### src/rtl/ifp_pkg.sv
// ----------------------------------------------------------------------------
// ifp_pkg
// shared widths, fit mode codes, pipeline structs and saturation helpers
// ----------------------------------------------------------------------------
package ifp_pkg;

    localparam int SIZE_BITS = 14;
    localparam int SIDE_W    = SIZE_BITS + 1;
    localparam int RECT_W    = SIZE_BITS + 2;
    localparam int PROD_W    = 2 * SIDE_W;
    localparam int CALC_W    = PROD_W + 2;
    localparam int EXT_W     = CALC_W - SIDE_W;
    localparam int DIV_STEPS = PROD_W;
    localparam int CFG_IDX_W = 2;
    localparam int POS_LIM   = 1 << SIDE_W;

    localparam logic signed [CALC_W-1:0] SIDE_MAX_S = CALC_W'((1 << SIDE_W) - 1);
    localparam logic signed [CALC_W-1:0] RECT_MAX_S = CALC_W'((1 << RECT_W) - 1);
    localparam logic signed [CALC_W-1:0] POS_MAX_S  = CALC_W'(POS_LIM - 1);
    localparam logic signed [CALC_W-1:0] POS_MIN_S  = CALC_W'(-POS_LIM);

    localparam logic [CFG_IDX_W-1:0] CFG_SCREEN_W = 2'd0;
    localparam logic [CFG_IDX_W-1:0] CFG_SCREEN_H = 2'd1;
    localparam logic [CFG_IDX_W-1:0] CFG_FIT_MODE = 2'd2;

    localparam logic [SIDE_W-1:0] SCREEN_W_RST = SIDE_W'(1920);
    localparam logic [SIDE_W-1:0] SCREEN_H_RST = SIDE_W'(1080);

    typedef enum logic [3:0] {
        MODE_NONE     = 4'd0,
        MODE_CENTRED  = 4'd1,
        MODE_TILED    = 4'd2,
        MODE_CTILED   = 4'd3,
        MODE_STRETCH  = 4'd4,
        MODE_AUTOFIT  = 4'd5,
        MODE_MAXPECT  = 4'd6,
        MODE_TMAXPECT = 4'd7,
        MODE_CROP     = 4'd8
    } t_mode;

    typedef struct packed {
        logic [SIDE_W-1:0] screen_w;
        logic [SIDE_W-1:0] screen_h;
        logic [3:0]        mode;
    } t_cfg;

    typedef struct packed {
        logic [SIDE_W-1:0] rem;
        logic [PROD_W-1:0] num;
        logic [SIDE_W-1:0] den;
    } t_lane;

    typedef struct packed {
        logic              zero;
        t_mode             mode;
        logic              sel_w;
        logic              ax_neg;
        logic              ay_neg;
        logic [SIDE_W-1:0] iw;
        logic [SIDE_W-1:0] ih;
    } t_side;

    function automatic logic signed [CALC_W-1:0] ext_side(input logic [SIDE_W-1:0] v);
        return signed'({{EXT_W{1'b0}}, v});
    endfunction

    // signed halving that truncates toward zero
    function automatic logic signed [CALC_W-1:0] half_tz(input logic signed [CALC_W-1:0] v);
        logic signed [CALC_W-1:0] t;
        t = v + CALC_W'(v[CALC_W-1]);
        return t >>> 1;
    endfunction

    function automatic logic [SIDE_W-1:0] sat_side(input logic signed [CALC_W-1:0] v);
        logic [SIDE_W-1:0] r;
        if (v < 0) begin
            r = '0;
        end else if (v > SIDE_MAX_S) begin
            r = '1;
        end else begin
            r = v[SIDE_W-1:0];
        end
        return r;
    endfunction

    function automatic logic [RECT_W-1:0] sat_rect(input logic signed [CALC_W-1:0] v);
        logic [RECT_W-1:0] r;
        if (v < 0) begin
            r = '0;
        end else if (v > RECT_MAX_S) begin
            r = '1;
        end else begin
            r = v[RECT_W-1:0];
        end
        return r;
    endfunction

    function automatic logic [RECT_W-1:0] sat_pos(input logic signed [CALC_W-1:0] v);
        logic signed [CALC_W-1:0] t;
        t = v;
        if (t > POS_MAX_S) begin
            t = POS_MAX_S;
        end
        if (t < POS_MIN_S) begin
            t = POS_MIN_S;
        end
        return t[RECT_W-1:0];
    endfunction

endpackage

### src/rtl/ifp_div.sv
// ----------------------------------------------------------------------------
// ifp_div
// two-lane restoring divider, one quotient bit per register stage
// ----------------------------------------------------------------------------
module ifp_div
    import ifp_pkg::*;
(
    input  logic              i_clk,
    input  logic              i_rst_n,
    input  logic              i_en,
    input  logic              i_valid,
    input  t_lane             i_a,
    input  t_lane             i_b,
    input  t_side             i_side,
    output logic              o_valid,
    output logic [PROD_W-1:0] o_qa,
    output logic [SIDE_W-1:0] o_ra,
    output logic [SIDE_W-1:0] o_rb,
    output t_side             o_side
);

    function automatic t_lane div_step(input t_lane x);
        logic [SIDE_W:0] t;
        logic            qb;
        t_lane           y;
        t      = {x.rem, x.num[PROD_W-1]};
        qb     = (t >= {1'b0, x.den});
        y.den  = x.den;
        y.rem  = qb ? SIDE_W'(t - {1'b0, x.den}) : t[SIDE_W-1:0];
        y.num  = {x.num[PROD_W-2:0], qb};
        return y;
    endfunction

    logic  r_v [1:DIV_STEPS];
    t_lane r_a [1:DIV_STEPS];
    t_lane r_b [1:DIV_STEPS];
    t_side r_s [1:DIV_STEPS];

    for (genvar g = 0; g < DIV_STEPS; g++) begin : g_stage
        logic  v_in;
        t_lane a_in, b_in;
        t_side s_in;

        if (g == 0) begin : g_first
            assign v_in = i_valid;
            assign a_in = i_a;
            assign b_in = i_b;
            assign s_in = i_side;
        end else begin : g_next
            assign v_in = r_v[g];
            assign a_in = r_a[g];
            assign b_in = r_b[g];
            assign s_in = r_s[g];
        end

        always_ff @(posedge i_clk) begin
            if (!i_rst_n) begin
                r_v[g+1] <= 1'b0;
            end else if (i_en) begin
                r_v[g+1] <= v_in;
            end
        end

        always_ff @(posedge i_clk) begin
            if (i_en) begin
                r_a[g+1] <= div_step(a_in);
                r_b[g+1] <= div_step(b_in);
                r_s[g+1] <= s_in;
            end
        end
    end

    assign o_valid = r_v[DIV_STEPS];
    assign o_qa    = r_a[DIV_STEPS].num;
    assign o_ra    = r_a[DIV_STEPS].rem;
    assign o_rb    = r_b[DIV_STEPS].rem;
    assign o_side  = r_s[DIV_STEPS];

endmodule

### config.mk
export PLATFORM = sky130hd
export DESIGN_NAME = ifp_div
export DESIGN_NICKNAME = d
export VERILOG_FILES = /design/src/rtl/ifp_pkg.sv /design/src/rtl/ifp_div.sv
export SDC_FILE = /design/constraint.sdc
export NUM_CORES = 2
export LEC_CHECK = 0
export BUFFER_PORTS_ARGS = -buffer_cell sky130_fd_sc_hd__buf_4
export CORE_ASPECT_RATIO = 0.75
export CORE_UTILIZATION = 50
export DETAILED_ROUTE_END_ITERATION = 6
export GPL_TIMING_DRIVEN = 0
export PLACE_DENSITY = 0.78
export SYNTH_ARGS = -nofsm -noshare
export SYNTH_HDL_FRONTEND = slang
export SYNTH_MEMORY_MAX_BITS = 65536
export SYNTH_SLANG_ARGS = --single-unit
### constraint.sdc
create_clock -name i_clk -period 3.15 [get_ports i_clk]
set_clock_uncertainty 0.05 [all_clocks]
set_input_delay 0.1575 -clock i_clk [delete_from_list [all_inputs] [get_ports i_clk]]
set_output_delay 0.1575 -clock i_clk [all_outputs]
set_load 0.005 [all_outputs]
==> metrics <==
CP Data Required Time=3840 ps; Total Power=196 mW; Longest Clk Path Bufs=4; Hold Crit Depth=2; commonest cells after routing, fill and taps aside=4275 x edfxtp_1, 1152 x inv_1, 893 x ha_1; final worst-path cycle share=1.03; CTS tree=done; fraction of layout cells with a size suffix above 1=0.127; Worst slew margin=0.271; Final nets=14.6k; RSZ-0062 raised after global routing=true; Seq/Total Area, Yosys=0.702; Synth Area in Adders=0.0682; status=complete, but fails checks; post-synth top area share=0.702; fmax=0.309 GHz; Post-synth top flop=edfxtp_1; final hold vios=58; routed len/inst=17.4 µm; Post-Synth XOR/XNOR Area=0.0304; mean cell area of the mapped netlist=14.8 µm²; Reg2Reg Depth=10; yosys warns=0; antenna viol nets, final=0; final setup TNS=-83.2 ps; full die area=368000 µm²; Hold WC Path Type=in2reg; main combinational cell family by area after synthesis=compound AO/OA/AOI/OAI gates; hold_ws=-196 ps; Synth area leaders=edfxtp_1 70%, ha_1 6.2%, inv_1 2.4%; Leakage=80.3 nW; post-synthesis register bit count=4275; IO Port Bufs=260; filler instances=27.3k; largest net degree at the start of global routing=202; Num CTS Buffers=404; VDD IR-drop max=567 µV; syn_nets=13.5k; area fraction in compound gates after synthesis=0.0847; Max Cap Violations=0; Mapped Area=183000 µm²; min cycle time layout=3230 ps; final worst setup slack=-83.2 ps; crit path max fanout=8; Async SR Flop Fraction=0; Worst Path Arrival=3920 ps; HPWL Detailed=206000 µm; Final GP Congestion=0.899; Iter 0 DRT Violations=8583; Crit Path Class=in2reg; post-synthesis mux area share=0.0272; worst slew pin tran=1090 ps; Horiz. Die Dim=700 µm; Worst-Skew Late Latency=980 ps; Max Slew Vio Count=0; synthesis-to-finish area growth=15.3%; failing checks=design-rule violations, negative hold slack, negative setup slack; Initial Util=0.504; vias in the first global route=97.9k; I/O pin cnt=261; total number of vias=99.5k; number of enable flip-flop cells after synthesis=4275; cell row count=191; vias per std cell=5.34; H-tree depth=5; Core ar.=363000 µm²; DRC viols=1; total gr overflow=0; area share of and/or/nand/nor cells after synthesis=0.0593; drt first pass iters=7; Final Core Density=0.582; clk root buf=clkbuf_16; crit end category=register; top cell type by total area after synthesis=edfxtp_1; Clock Sinks=4275; first-pass GRT wire length=517000 µm; power per cell area=930 nW/µm²; Die H=526 µm; nature of the critical path startpoint=input port; total global routing track utilization=0.171; Clock transition at path regs=70 ps; drt total wl=324000 µm; final setup fails=1; commonest non-fill, non-tap cell in the layout=edfxtp_1; Synth cell types=100; initial antenna violation count=5; Syn Inst Count=12.3k
## layout make-up
class	count	area [µm²]	area share
clock buffer	459	10300	0.0490
inverter	1154	4330	0.0205
timing repair buffer	741	7360	0.0349
buffer	163	1070	0.00509
antenna	2	5.00	0.0000237
clock inverter	289	3010	0.0143
sequential	4275	128000	0.609
multi-input combinational	6737	50300	0.239
tap	4825	6040	0.0286
## critical path, stage by stage
cell and delay, ps:
dlygate4sd3_1 540, buf_4 110, inv_1 50, ha_1 220
fa_1 420, nor2b_1 170, o21a_1 170, o21ai_0 170
o21ai_1 330, a21oi_1 200, a41oi_4 420, mux2_2 390
dlygate4sd3_1 560
## cell families after synthesis
logic type,after synthesis
DFF,4275
AOI/OAI and AO/OA,2452
and+or+nand+nor,2254
buffers and inverters,1325
adders and majority gates,960
xor gates and xnor gates,635
muxes,436
## synth_stat cells, types with 42 or more instances
cell type and n:
nand2b_1 148, inv_1 1154, mux2i_1 68, xor2_1 259, o31ai_1 44, fa_1 60
a21oi_1 748, nor2_1 697, clkbuf_1 97, nor3_1 158, buf_2 53, o21a_1 171
ha_1 900, nand4_1 113, edfxtp_1 4275, nand2_1 569, o21ai_0 643, xnor2_1 376
and3_1 77, mux2_2 325, nand3_1 98, nor2b_1 149, o21bai_1 54, a31oi_1 76
mux2_4 42, a21o_1 193
## worst paths after layout
| check | startpoint | to | slack (ps) |
|---|---|---|---|
| worst max-delay path | i_a[44] | r_a[1][51] | -80 |
| worst min register to register | r_a[10][41] | r_a[11][42] | 340 |
| worst max register to register | r_a[17][0] | r_a[18][47] | 20 |
| worst min-delay path | i_en | r_a[10][1] | -200 |
## registers in the layout, indices dropped and copies added (netlist names)
| register | count |
|---|---|
| r_s | 1140 |
| r_b | 1320 |
| r_v | 30 |
| r_a | 1785 |
## what timing repair did
| action | in CTS | in global routing |
|---|---|---|
| gates resized for setup | 141 | 253 |
| setup endpoints to repair | 1422 | 670 |
| hold buffers | 336 | 4 |
| endpoints found under the hold margin | 295 | 140 |
| buffers inserted | 37 | 66 |
| gates cloned | 8 | 6 |
| pin swaps | 27 | 52 |
## where the power goes
| part | leakage [nW] | switching, mW | total (mW) | internal [mW] |
|---|---|---|---|---|
| Combinational | 32.0 | 36.2 | 66.8 | 30.6 |
| Clock | 6.46 | 21.6 | 48.7 | 27.1 |
| Sequential | 41.8 | 4.71 | 80.7 | 76.0 |
| Total | 80.3 | 62.5 | 196 | 134 |
## metrics by stage
stage,cell area (µm²),setup slack (ps),std cells
final,211000,-83.2,18600
after global routing,211000,-63.5,18600
after CTS,209000,0.851,18600
after detailed placement,192000,-1910,17400
after global placement,191000,-36280,17400
after floorplan,183000,213,12300
## routing by layer
metal | GRT usage | part of all wire | up-vias
li1 | - | - | 48600
met1 | 0.241 | 0.46 | 47800
met2 | 0.277 | 0.46 | 2489
met3 | 0.0248 | 0.050 | 668
met4 | 0.0539 | 0.031 | 0
met5 | 0 | 0 | -
No activity file was read; power rests on OpenSTA's default activity.
