$ cat config.mk
export PLATFORM = sky130hd
export DESIGN_NAME = ifp_front
export DESIGN_NICKNAME = d
export VERILOG_FILES = /design/src/rtl/ifp_pkg.sv /design/src/rtl/ifp_front.sv
export SDC_FILE = /design/constraint.sdc
export NUM_CORES = 1
export LEC_CHECK = 0
export CELL_PAD_IN_SITES_DETAIL_PLACEMENT = 1
export CELL_PAD_IN_SITES_GLOBAL_PLACEMENT = 1
export CORE_MARGIN = 4
export CORE_UTILIZATION = 52
export DETAILED_ROUTE_END_ITERATION = 10
export DONT_BUFFER_PORTS = 1
export GPL_TIMING_DRIVEN = 0
export PLACE_DENSITY_LB_ADDON = 0.08
export SLEW_MARGIN = 20
export SYNTH_ARGS = -nofsm -noshare
export SYNTH_HDL_FRONTEND = slang
export SYNTH_SLANG_ARGS = --single-unit
$ cat constraint.sdc
create_clock -name i_clk -period 9.4 [get_ports i_clk]
set_input_delay 1.41 -clock i_clk [delete_from_list [all_inputs] [get_ports i_clk]]
set_output_delay 1.41 -clock i_clk [all_outputs]
set_load 0.01 [all_outputs]
$ cat src/rtl/ifp_pkg.sv
// ----------------------------------------------------------------------------
// ifp_pkg
// shared widths, fit mode codes, pipeline structs and saturation helpers
// ----------------------------------------------------------------------------
package ifp_pkg;

    localparam int SIZE_BITS = 14;
    localparam int SIDE_W    = SIZE_BITS + 1;
    localparam int RECT_W    = SIZE_BITS + 2;
    localparam int PROD_W    = 2 * SIDE_W;
    localparam int CALC_W    = PROD_W + 2;
    localparam int EXT_W     = CALC_W - SIDE_W;
    localparam int DIV_STEPS = PROD_W;
    localparam int CFG_IDX_W = 2;
    localparam int POS_LIM   = 1 << SIDE_W;

    localparam logic signed [CALC_W-1:0] SIDE_MAX_S = CALC_W'((1 << SIDE_W) - 1);
    localparam logic signed [CALC_W-1:0] RECT_MAX_S = CALC_W'((1 << RECT_W) - 1);
    localparam logic signed [CALC_W-1:0] POS_MAX_S  = CALC_W'(POS_LIM - 1);
    localparam logic signed [CALC_W-1:0] POS_MIN_S  = CALC_W'(-POS_LIM);

    localparam logic [CFG_IDX_W-1:0] CFG_SCREEN_W = 2'd0;
    localparam logic [CFG_IDX_W-1:0] CFG_SCREEN_H = 2'd1;
    localparam logic [CFG_IDX_W-1:0] CFG_FIT_MODE = 2'd2;

    localparam logic [SIDE_W-1:0] SCREEN_W_RST = SIDE_W'(1920);
    localparam logic [SIDE_W-1:0] SCREEN_H_RST = SIDE_W'(1080);

    typedef enum logic [3:0] {
        MODE_NONE     = 4'd0,
        MODE_CENTRED  = 4'd1,
        MODE_TILED    = 4'd2,
        MODE_CTILED   = 4'd3,
        MODE_STRETCH  = 4'd4,
        MODE_AUTOFIT  = 4'd5,
        MODE_MAXPECT  = 4'd6,
        MODE_TMAXPECT = 4'd7,
        MODE_CROP     = 4'd8
    } t_mode;

    typedef struct packed {
        logic [SIDE_W-1:0] screen_w;
        logic [SIDE_W-1:0] screen_h;
        logic [3:0]        mode;
    } t_cfg;

    typedef struct packed {
        logic [SIDE_W-1:0] rem;
        logic [PROD_W-1:0] num;
        logic [SIDE_W-1:0] den;
    } t_lane;

    typedef struct packed {
        logic              zero;
        t_mode             mode;
        logic              sel_w;
        logic              ax_neg;
        logic              ay_neg;
        logic [SIDE_W-1:0] iw;
        logic [SIDE_W-1:0] ih;
    } t_side;

    function automatic logic signed [CALC_W-1:0] ext_side(input logic [SIDE_W-1:0] v);
        return signed'({{EXT_W{1'b0}}, v});
    endfunction

    // signed halving that truncates toward zero
    function automatic logic signed [CALC_W-1:0] half_tz(input logic signed [CALC_W-1:0] v);
        logic signed [CALC_W-1:0] t;
        t = v + CALC_W'(v[CALC_W-1]);
        return t >>> 1;
    endfunction

    function automatic logic [SIDE_W-1:0] sat_side(input logic signed [CALC_W-1:0] v);
        logic [SIDE_W-1:0] r;
        if (v < 0) begin
            r = '0;
        end else if (v > SIDE_MAX_S) begin
            r = '1;
        end else begin
            r = v[SIDE_W-1:0];
        end
        return r;
    endfunction

    function automatic logic [RECT_W-1:0] sat_rect(input logic signed [CALC_W-1:0] v);
        logic [RECT_W-1:0] r;
        if (v < 0) begin
            r = '0;
        end else if (v > RECT_MAX_S) begin
            r = '1;
        end else begin
            r = v[RECT_W-1:0];
        end
        return r;
    endfunction

    function automatic logic [RECT_W-1:0] sat_pos(input logic signed [CALC_W-1:0] v);
        logic signed [CALC_W-1:0] t;
        t = v;
        if (t > POS_MAX_S) begin
            t = POS_MAX_S;
        end
        if (t < POS_MIN_S) begin
            t = POS_MIN_S;
        end
        return t[RECT_W-1:0];
    endfunction

endpackage

$ cat src/rtl/ifp_front.sv
// ----------------------------------------------------------------------------
// ifp_front
// mode decode, cross products and divider operand setup (two stages)
// ----------------------------------------------------------------------------
module ifp_front
    import ifp_pkg::*;
(
    input  logic              i_clk,
    input  logic              i_rst_n,
    input  logic              i_en,
    input  t_cfg              i_cfg,
    input  logic              i_valid,
    input  logic [SIDE_W-1:0] i_iw,
    input  logic [SIDE_W-1:0] i_ih,
    input  logic              i_present,
    output logic              o_valid,
    output t_lane             o_lane_a,
    output t_lane             o_lane_b,
    output t_side             o_side
);

    // stage one
    logic              r1_v;
    logic [SIDE_W-1:0] r1_iw, r1_ih;
    logic              r1_zero;
    t_mode             r1_mode;
    logic [PROD_W-1:0] r1_p1, r1_p2;

    logic  n1_zero;
    t_mode n1_mode;

    always_comb begin
        n1_zero = !i_present || (i_iw == '0) || (i_ih == '0) ||
                  (i_cfg.mode == MODE_NONE) || (i_cfg.mode > MODE_CROP);
        n1_mode = t_mode'(i_cfg.mode);
        if (n1_mode == MODE_AUTOFIT) begin
            n1_mode = ((i_iw <= i_cfg.screen_w) && (i_ih <= i_cfg.screen_h)) ?
                      MODE_CENTRED : MODE_MAXPECT;
        end
    end

    always_ff @(posedge i_clk) begin
        if (!i_rst_n) begin
            r1_v <= 1'b0;
        end else if (i_en) begin
            r1_v <= i_valid;
        end
    end

    always_ff @(posedge i_clk) begin
        if (i_en) begin
            r1_iw   <= i_iw;
            r1_ih   <= i_ih;
            r1_zero <= n1_zero;
            r1_mode <= n1_mode;
            r1_p1   <= i_cfg.screen_w * i_ih;
            r1_p2   <= i_cfg.screen_h * i_iw;
        end
    end

    // stage two
    logic                     use_p2;
    logic signed [CALC_W-1:0] ax, ay;
    logic [CALC_W-1:0]        abs_ax, abs_ay;
    t_lane                    n2_a, n2_b;
    t_side                    n2_s;

    always_comb begin
        use_p2 = (r1_p1 > r1_p2) ^ (r1_mode == MODE_CROP);
        ax     = half_tz(ext_side(i_cfg.screen_w) - ext_side(r1_iw));
        ay     = half_tz(ext_side(i_cfg.screen_h) - ext_side(r1_ih));
        abs_ax = ax[CALC_W-1] ? CALC_W'(-ax) : CALC_W'(ax);
        abs_ay = ay[CALC_W-1] ? CALC_W'(-ay) : CALC_W'(ay);

        n2_a.rem = '0;
        if (r1_mode == MODE_CTILED) begin
            n2_a.num = abs_ax[PROD_W-1:0];
            n2_a.den = r1_iw;
        end else if (use_p2) begin
            n2_a.num = r1_p2;
            n2_a.den = r1_ih;
        end else begin
            n2_a.num = r1_p1;
            n2_a.den = r1_iw;
        end
        n2_b.rem = '0;
        n2_b.num = abs_ay[PROD_W-1:0];
        n2_b.den = r1_ih;

        n2_s.zero   = r1_zero;
        n2_s.mode   = r1_mode;
        n2_s.sel_w  = use_p2;
        n2_s.ax_neg = ax[CALC_W-1];
        n2_s.ay_neg = ay[CALC_W-1];
        n2_s.iw     = r1_iw;
        n2_s.ih     = r1_ih;
    end

    always_ff @(posedge i_clk) begin
        if (!i_rst_n) begin
            o_valid <= 1'b0;
        end else if (i_en) begin
            o_valid <= r1_v;
        end
    end

    always_ff @(posedge i_clk) begin
        if (i_en) begin
            o_lane_a <= n2_a;
            o_lane_b <= n2_b;
            o_side   <= n2_s;
        end
    end

endmodule

==> summary.md <==
| Metric | Value |
|---|---|
| Worst max-slew margin expressed relative to the limit | `36.0%` |
| Placement-stage worst setup slack | `0.571 ns` |
| Gp weighted congestion | `0.888` |
| Unrepaired setup endpoints after global routing | `no` |
| Number of nets with antenna violations after routing | `0` |
| Summed negative setup slack over all endpoints | `0 ns` |
| Longest Clk Path Bufs | `3` |
| Critical path startpoint category | `primary input` |
| Clock-pin slew on the worst setup and hold paths | `0.06 ns` |
| Starting density of the core | `53.0%` |
| Root Buffer Master | `sky130_fd_sc_hd__clkbuf_16` |
| Wire per inst | `24.0 um` |
| Min-delay worst type | `reg2reg` |
| Number of antenna violations at the first check in global routing | `6` |
| Largest net degree at the start of global routing | `211` |
| Post-synthesis sequential element count | `210` |
| Total routing resource utilization after global routing | `30.4%` |
| Leak | `0.0137 uW` |
| Leading register cell type out of synthesis | `sky130_fd_sc_hd__edfxtp_1` |
| Total design power | `9740 uW` |
| Average cell area after synthesis | `9.71 um^2` |
| # H-tree levels | `1` |
| Core outline area | `50500 um^2` |
| Maximum Capacitance Violations | `0` |
| Share of the clock period used by the worst path after layout | `87.9%` |
| Total Wirelength | `84.6 mm` |
| Post-DR vias/cell | `5.68` |
| Layout area overhead | `6.93%` |
| Peak ir drop on the vdd network | `0.655 mV` |
| Wire length of the first global-routing pass | `130 mm` |
| Kind of end point of the critical path | `flip-flop` |
| Worst setup path end | `r1_p2[29]` |
| Worst reg2reg startpoint | `r1_iw[5]` |
| Number of nets at the end of the flow | `3515` |
| Outcome | `finished clean` |
| Clock Power Share | `10.3%` |
| Capture point of the worst reg-to-reg path | `o_lane_a[26]` |
| Final Critical Period | `8.26 ns` |
| Number of synthesized flops with an enable pin | `208` |
| Postcts setup bufs | `0` |
| Fill count | `5791` |
| Via count | `20000` |
| Storage cell area | `6290 um^2` |
| Signal arrival time at the worst endpoint | `8.55 ns` |
| Width of the die | `235 um` |
| Synth async-reset ratio | `0%` |
| Cell internal pwr | `5110 uW` |
| DRC violations left | `0` |
| Number of buffers inserted by port buffering | `0` |
| Post-CTS Hold Buffers | `0` |
| Number of failing setup endpoints in the final timing report | `0` |
| Least-Margin Pin Slew | `0.960 ns` |
| Setup slack of the critical path after layout | `1.14 ns` |
| Fraction of final layout cells sized beyond drive strength 1 | `4.32%` |
| Detailed Route Iter0 Violations | `1142` |
| Post-synthesis cell count | `2757` |
| Clock insertion delay at the later pin of the skew report | `0.56 ns` |
| Power density cells | `340 nW/um^2` |
| HP Start | `r1_zero` |
| Vertical die dimension | `235 um` |
| Path depth of the worst reg2reg path | `21` |
| Post-synthesis sequential area ratio | `23.5%` |
| Most common library cell in the layout ignoring fill and taps | `sky130_fd_sc_hd__inv_1` |
| Die area | `55200 um^2` |
| Grt total ovfl | `0` |
| Count of synthesis-stage warnings from yosys | `0` |
| CTS-repair resized insts | `0` |
| Setup crit start | `i_iw[0]` |
| Net switching power of the design | `4630 uW` |
| Sequential group share of total power | `19.3%` |
| 1st-pass router iterations | `6` |
| Synthesized area | `26800 um^2` |
| Max Clock Freq | `121 MHz` |
| Commonest cells after routing, fill and taps aside | `sky130_fd_sc_hd__inv_1, sky130_fd_sc_hd__fa_1, sky130_fd_sc_hd__ha_1, sky130_fd_sc_hd__and2_1, sky130_fd_sc_hd__nand2_1` |
| Number of clock sinks | `210` |
| CTS tree | `yes` |
| Number of max-slew violations in the final report | `0` |
| Detail Placement HPWL | `68.6 mm` |
| Multi-input combinational cell area | `18000 um^2` |
| Standard-cell rows | `82` |
| Combinational share of power | `70.4%` |
| Path type of the worst setup path | `in2reg` |
| Top Ports | `228` |
| Number of buffers added by the clock tree synthesis step | `25` |
| Fin. Hold Viols | `0` |
| Largest fanout on the critical path | `10` |
| Worst clock skew | `0.0309 ns` |
| Switching share of power | `47.5%` |
| Vias in the first global route | `22100` |
| Library cells used by synthesis | `89` |
| Worst R2R Setup Slack | `4.38 ns` |
| WP data required | `9.68 ns` |
critical path: stages:
cell and delay, ns:
sky130_fd_sc_hd__inv_1 0.26, sky130_fd_sc_hd__buf_1 0.53, sky130_fd_sc_hd__nor2_1 0.15, sky130_fd_sc_hd__fa_1 0.53
sky130_fd_sc_hd__inv_1 0.06, sky130_fd_sc_hd__fa_1 0.48, sky130_fd_sc_hd__inv_1 0.05, sky130_fd_sc_hd__fa_1 0.46
sky130_fd_sc_hd__ha_1 0.33, sky130_fd_sc_hd__fa_1 0.54, sky130_fd_sc_hd__inv_1 0.05, sky130_fd_sc_hd__fa_1 0.56
sky130_fd_sc_hd__inv_1 0.05, sky130_fd_sc_hd__ha_1 0.21, sky130_fd_sc_hd__nor3_1 0.21, sky130_fd_sc_hd__o21ai_0 0.16
sky130_fd_sc_hd__a31oi_1 0.36, sky130_fd_sc_hd__o21ai_0 0.29, sky130_fd_sc_hd__o41ai_1 0.56, sky130_fd_sc_hd__o21ai_0 0.25
sky130_fd_sc_hd__or4_1 0.47, sky130_fd_sc_hd__a31o_2 0.26, sky130_fd_sc_hd__a21oi_1 0.20, sky130_fd_sc_hd__xnor2_1 0.11
metrics by stage:
stage | hold WS [ns] | utilization (%) | cells | instance area, um^2
global route | 0.429 | 56.7 | 3518 | 28600
floorplan | 0.400 | - | 2801 | 26900
global placement | 0.408 | 55.0 | 3473 | 27800
CTS | 0.425 | 56.7 | 3518 | 28600
detailed placement | 0.410 | 55.0 | 3473 | 27800
finish | 0.424 | 56.7 | 3527 | 28600
metal layers:
layer	global-route usage (%)	vias up	wire (um)
met4	12.6	2	4020
met3	6.27	170	5910
met1	38.3	10300	33900
met2	51.4	630	40700
li1	-	8943	-
met5	0	-	19
Yosys cell counts (3+ instances only):
master,count,area [um^2]
sky130_fd_sc_hd__nand4_1,22,138
sky130_fd_sc_hd__a211oi_1,15,113
sky130_fd_sc_hd__o221ai_1,3,26.3
sky130_fd_sc_hd__a211o_1,3,26.3
sky130_fd_sc_hd__inv_1,508,1910
sky130_fd_sc_hd__clkbuf_1,75,282
sky130_fd_sc_hd__mux2i_1,16,160
sky130_fd_sc_hd__o21ai_1,4,20.0
sky130_fd_sc_hd__o21a_1,28,210
sky130_fd_sc_hd__a2111o_1,4,45.0
sky130_fd_sc_hd__nor2_1,140,526
sky130_fd_sc_hd__nand2b_1,22,138
sky130_fd_sc_hd__a211oi_2,3,37.5
sky130_fd_sc_hd__o21ai_0,57,285
sky130_fd_sc_hd__a21o_1,47,353
sky130_fd_sc_hd__o31ai_1,7,52.6
sky130_fd_sc_hd__or3_1,3,18.8
sky130_fd_sc_hd__a21oi_1,98,490
sky130_fd_sc_hd__nor2b_1,12,75.1
sky130_fd_sc_hd__o21bai_1,13,97.6
sky130_fd_sc_hd__and2_1,248,1550
sky130_fd_sc_hd__nand2_1,244,916
sky130_fd_sc_hd__o211ai_1,6,45.0
sky130_fd_sc_hd__nand3b_1,7,52.6
sky130_fd_sc_hd__buf_4,47,353
sky130_fd_sc_hd__edfxtp_1,208,6250
sky130_fd_sc_hd__xor2_1,35,307
sky130_fd_sc_hd__xnor2_1,85,744
sky130_fd_sc_hd__buf_1,5,18.8
sky130_fd_sc_hd__a2111oi_0,3,26.3
sky130_fd_sc_hd__a31oi_1,11,68.8
sky130_fd_sc_hd__nand3_1,26,130
sky130_fd_sc_hd__fa_1,336,6730
sky130_fd_sc_hd__nor4_1,10,62.6
sky130_fd_sc_hd__o41ai_1,3,26.3
sky130_fd_sc_hd__ha_1,282,3530
sky130_fd_sc_hd__o2111ai_1,4,35.0
sky130_fd_sc_hd__and4_1,4,35.0
sky130_fd_sc_hd__o211a_1,3,30.0
sky130_fd_sc_hd__and3_1,10,62.6
sky130_fd_sc_hd__nor3_1,34,170
sky130_fd_sc_hd__or2_2,5,31.3
power by group through the flow:
stage | logic [uW] | registers, uW | clock network [uW]
floorplan | 5050 | 1830 | 0
global placement | 6660 | 1890 | 0
detailed placement | 6900 | 1900 | 0
CTS | 6970 | 1880 | 1030
global route | 7800 | 1900 | 1060
finish | 6860 | 1880 | 1000
area by class of cell:
cell class / instances / share of cell area (%)
diodes: 9 / 0.0787
clock inverters: 16 / 0.655
flip-flops and latches: 210 / 22.0
multi-input cells: 1949 / 63.0
clock buffers: 29 / 2.24
plain buffers: 133 / 2.48
inverters: 509 / 6.67
well taps: 672 / 2.94
kinds of logic after synthesis:
group                    count (synthesis)  synth area share, %
buffers and inverters                  642                 9.79
XOR/XNOR                               122                 4.05
multiplexers                            18                0.682
other                                    1               0.0140
adder cells (fa/ha/maj)                618                 38.3
AND/OR/NAND/NOR                        803                 15.1
flip-flops                             210                 23.5
AO/OA/AOI/OAI                          343                 8.56
worst min-delay path by stage:
stage	to	slack (ns)	depth (start not counted)
2_1_floorplan	o_side[37]	0.40	0
3_3_place_gp	o_side[37]	0.41	0
3_5_place_dp	o_side[37]	0.41	0
4_1_cts	o_side[37]	0.42	0
5_1_grt	o_side[37]	0.43	0
6_report	o_side[37]	0.42	0
state kept, by name (all words and copies together) (netlist names):
| signal | flops |
|---|---|
| o_lane_a | 45 |
| o_lane_b | 45 |
| r1_p1 | 30 |
| r1_p2 | 30 |
| o_side | 23 |
| r1_ih | 15 |
| r1_iw | 15 |
| r1_mode | 4 |
| o_valid | 1 |
| r1_v | 1 |
| r1_zero | 1 |
No activity file was read; power rests on OpenSTA's default activity.
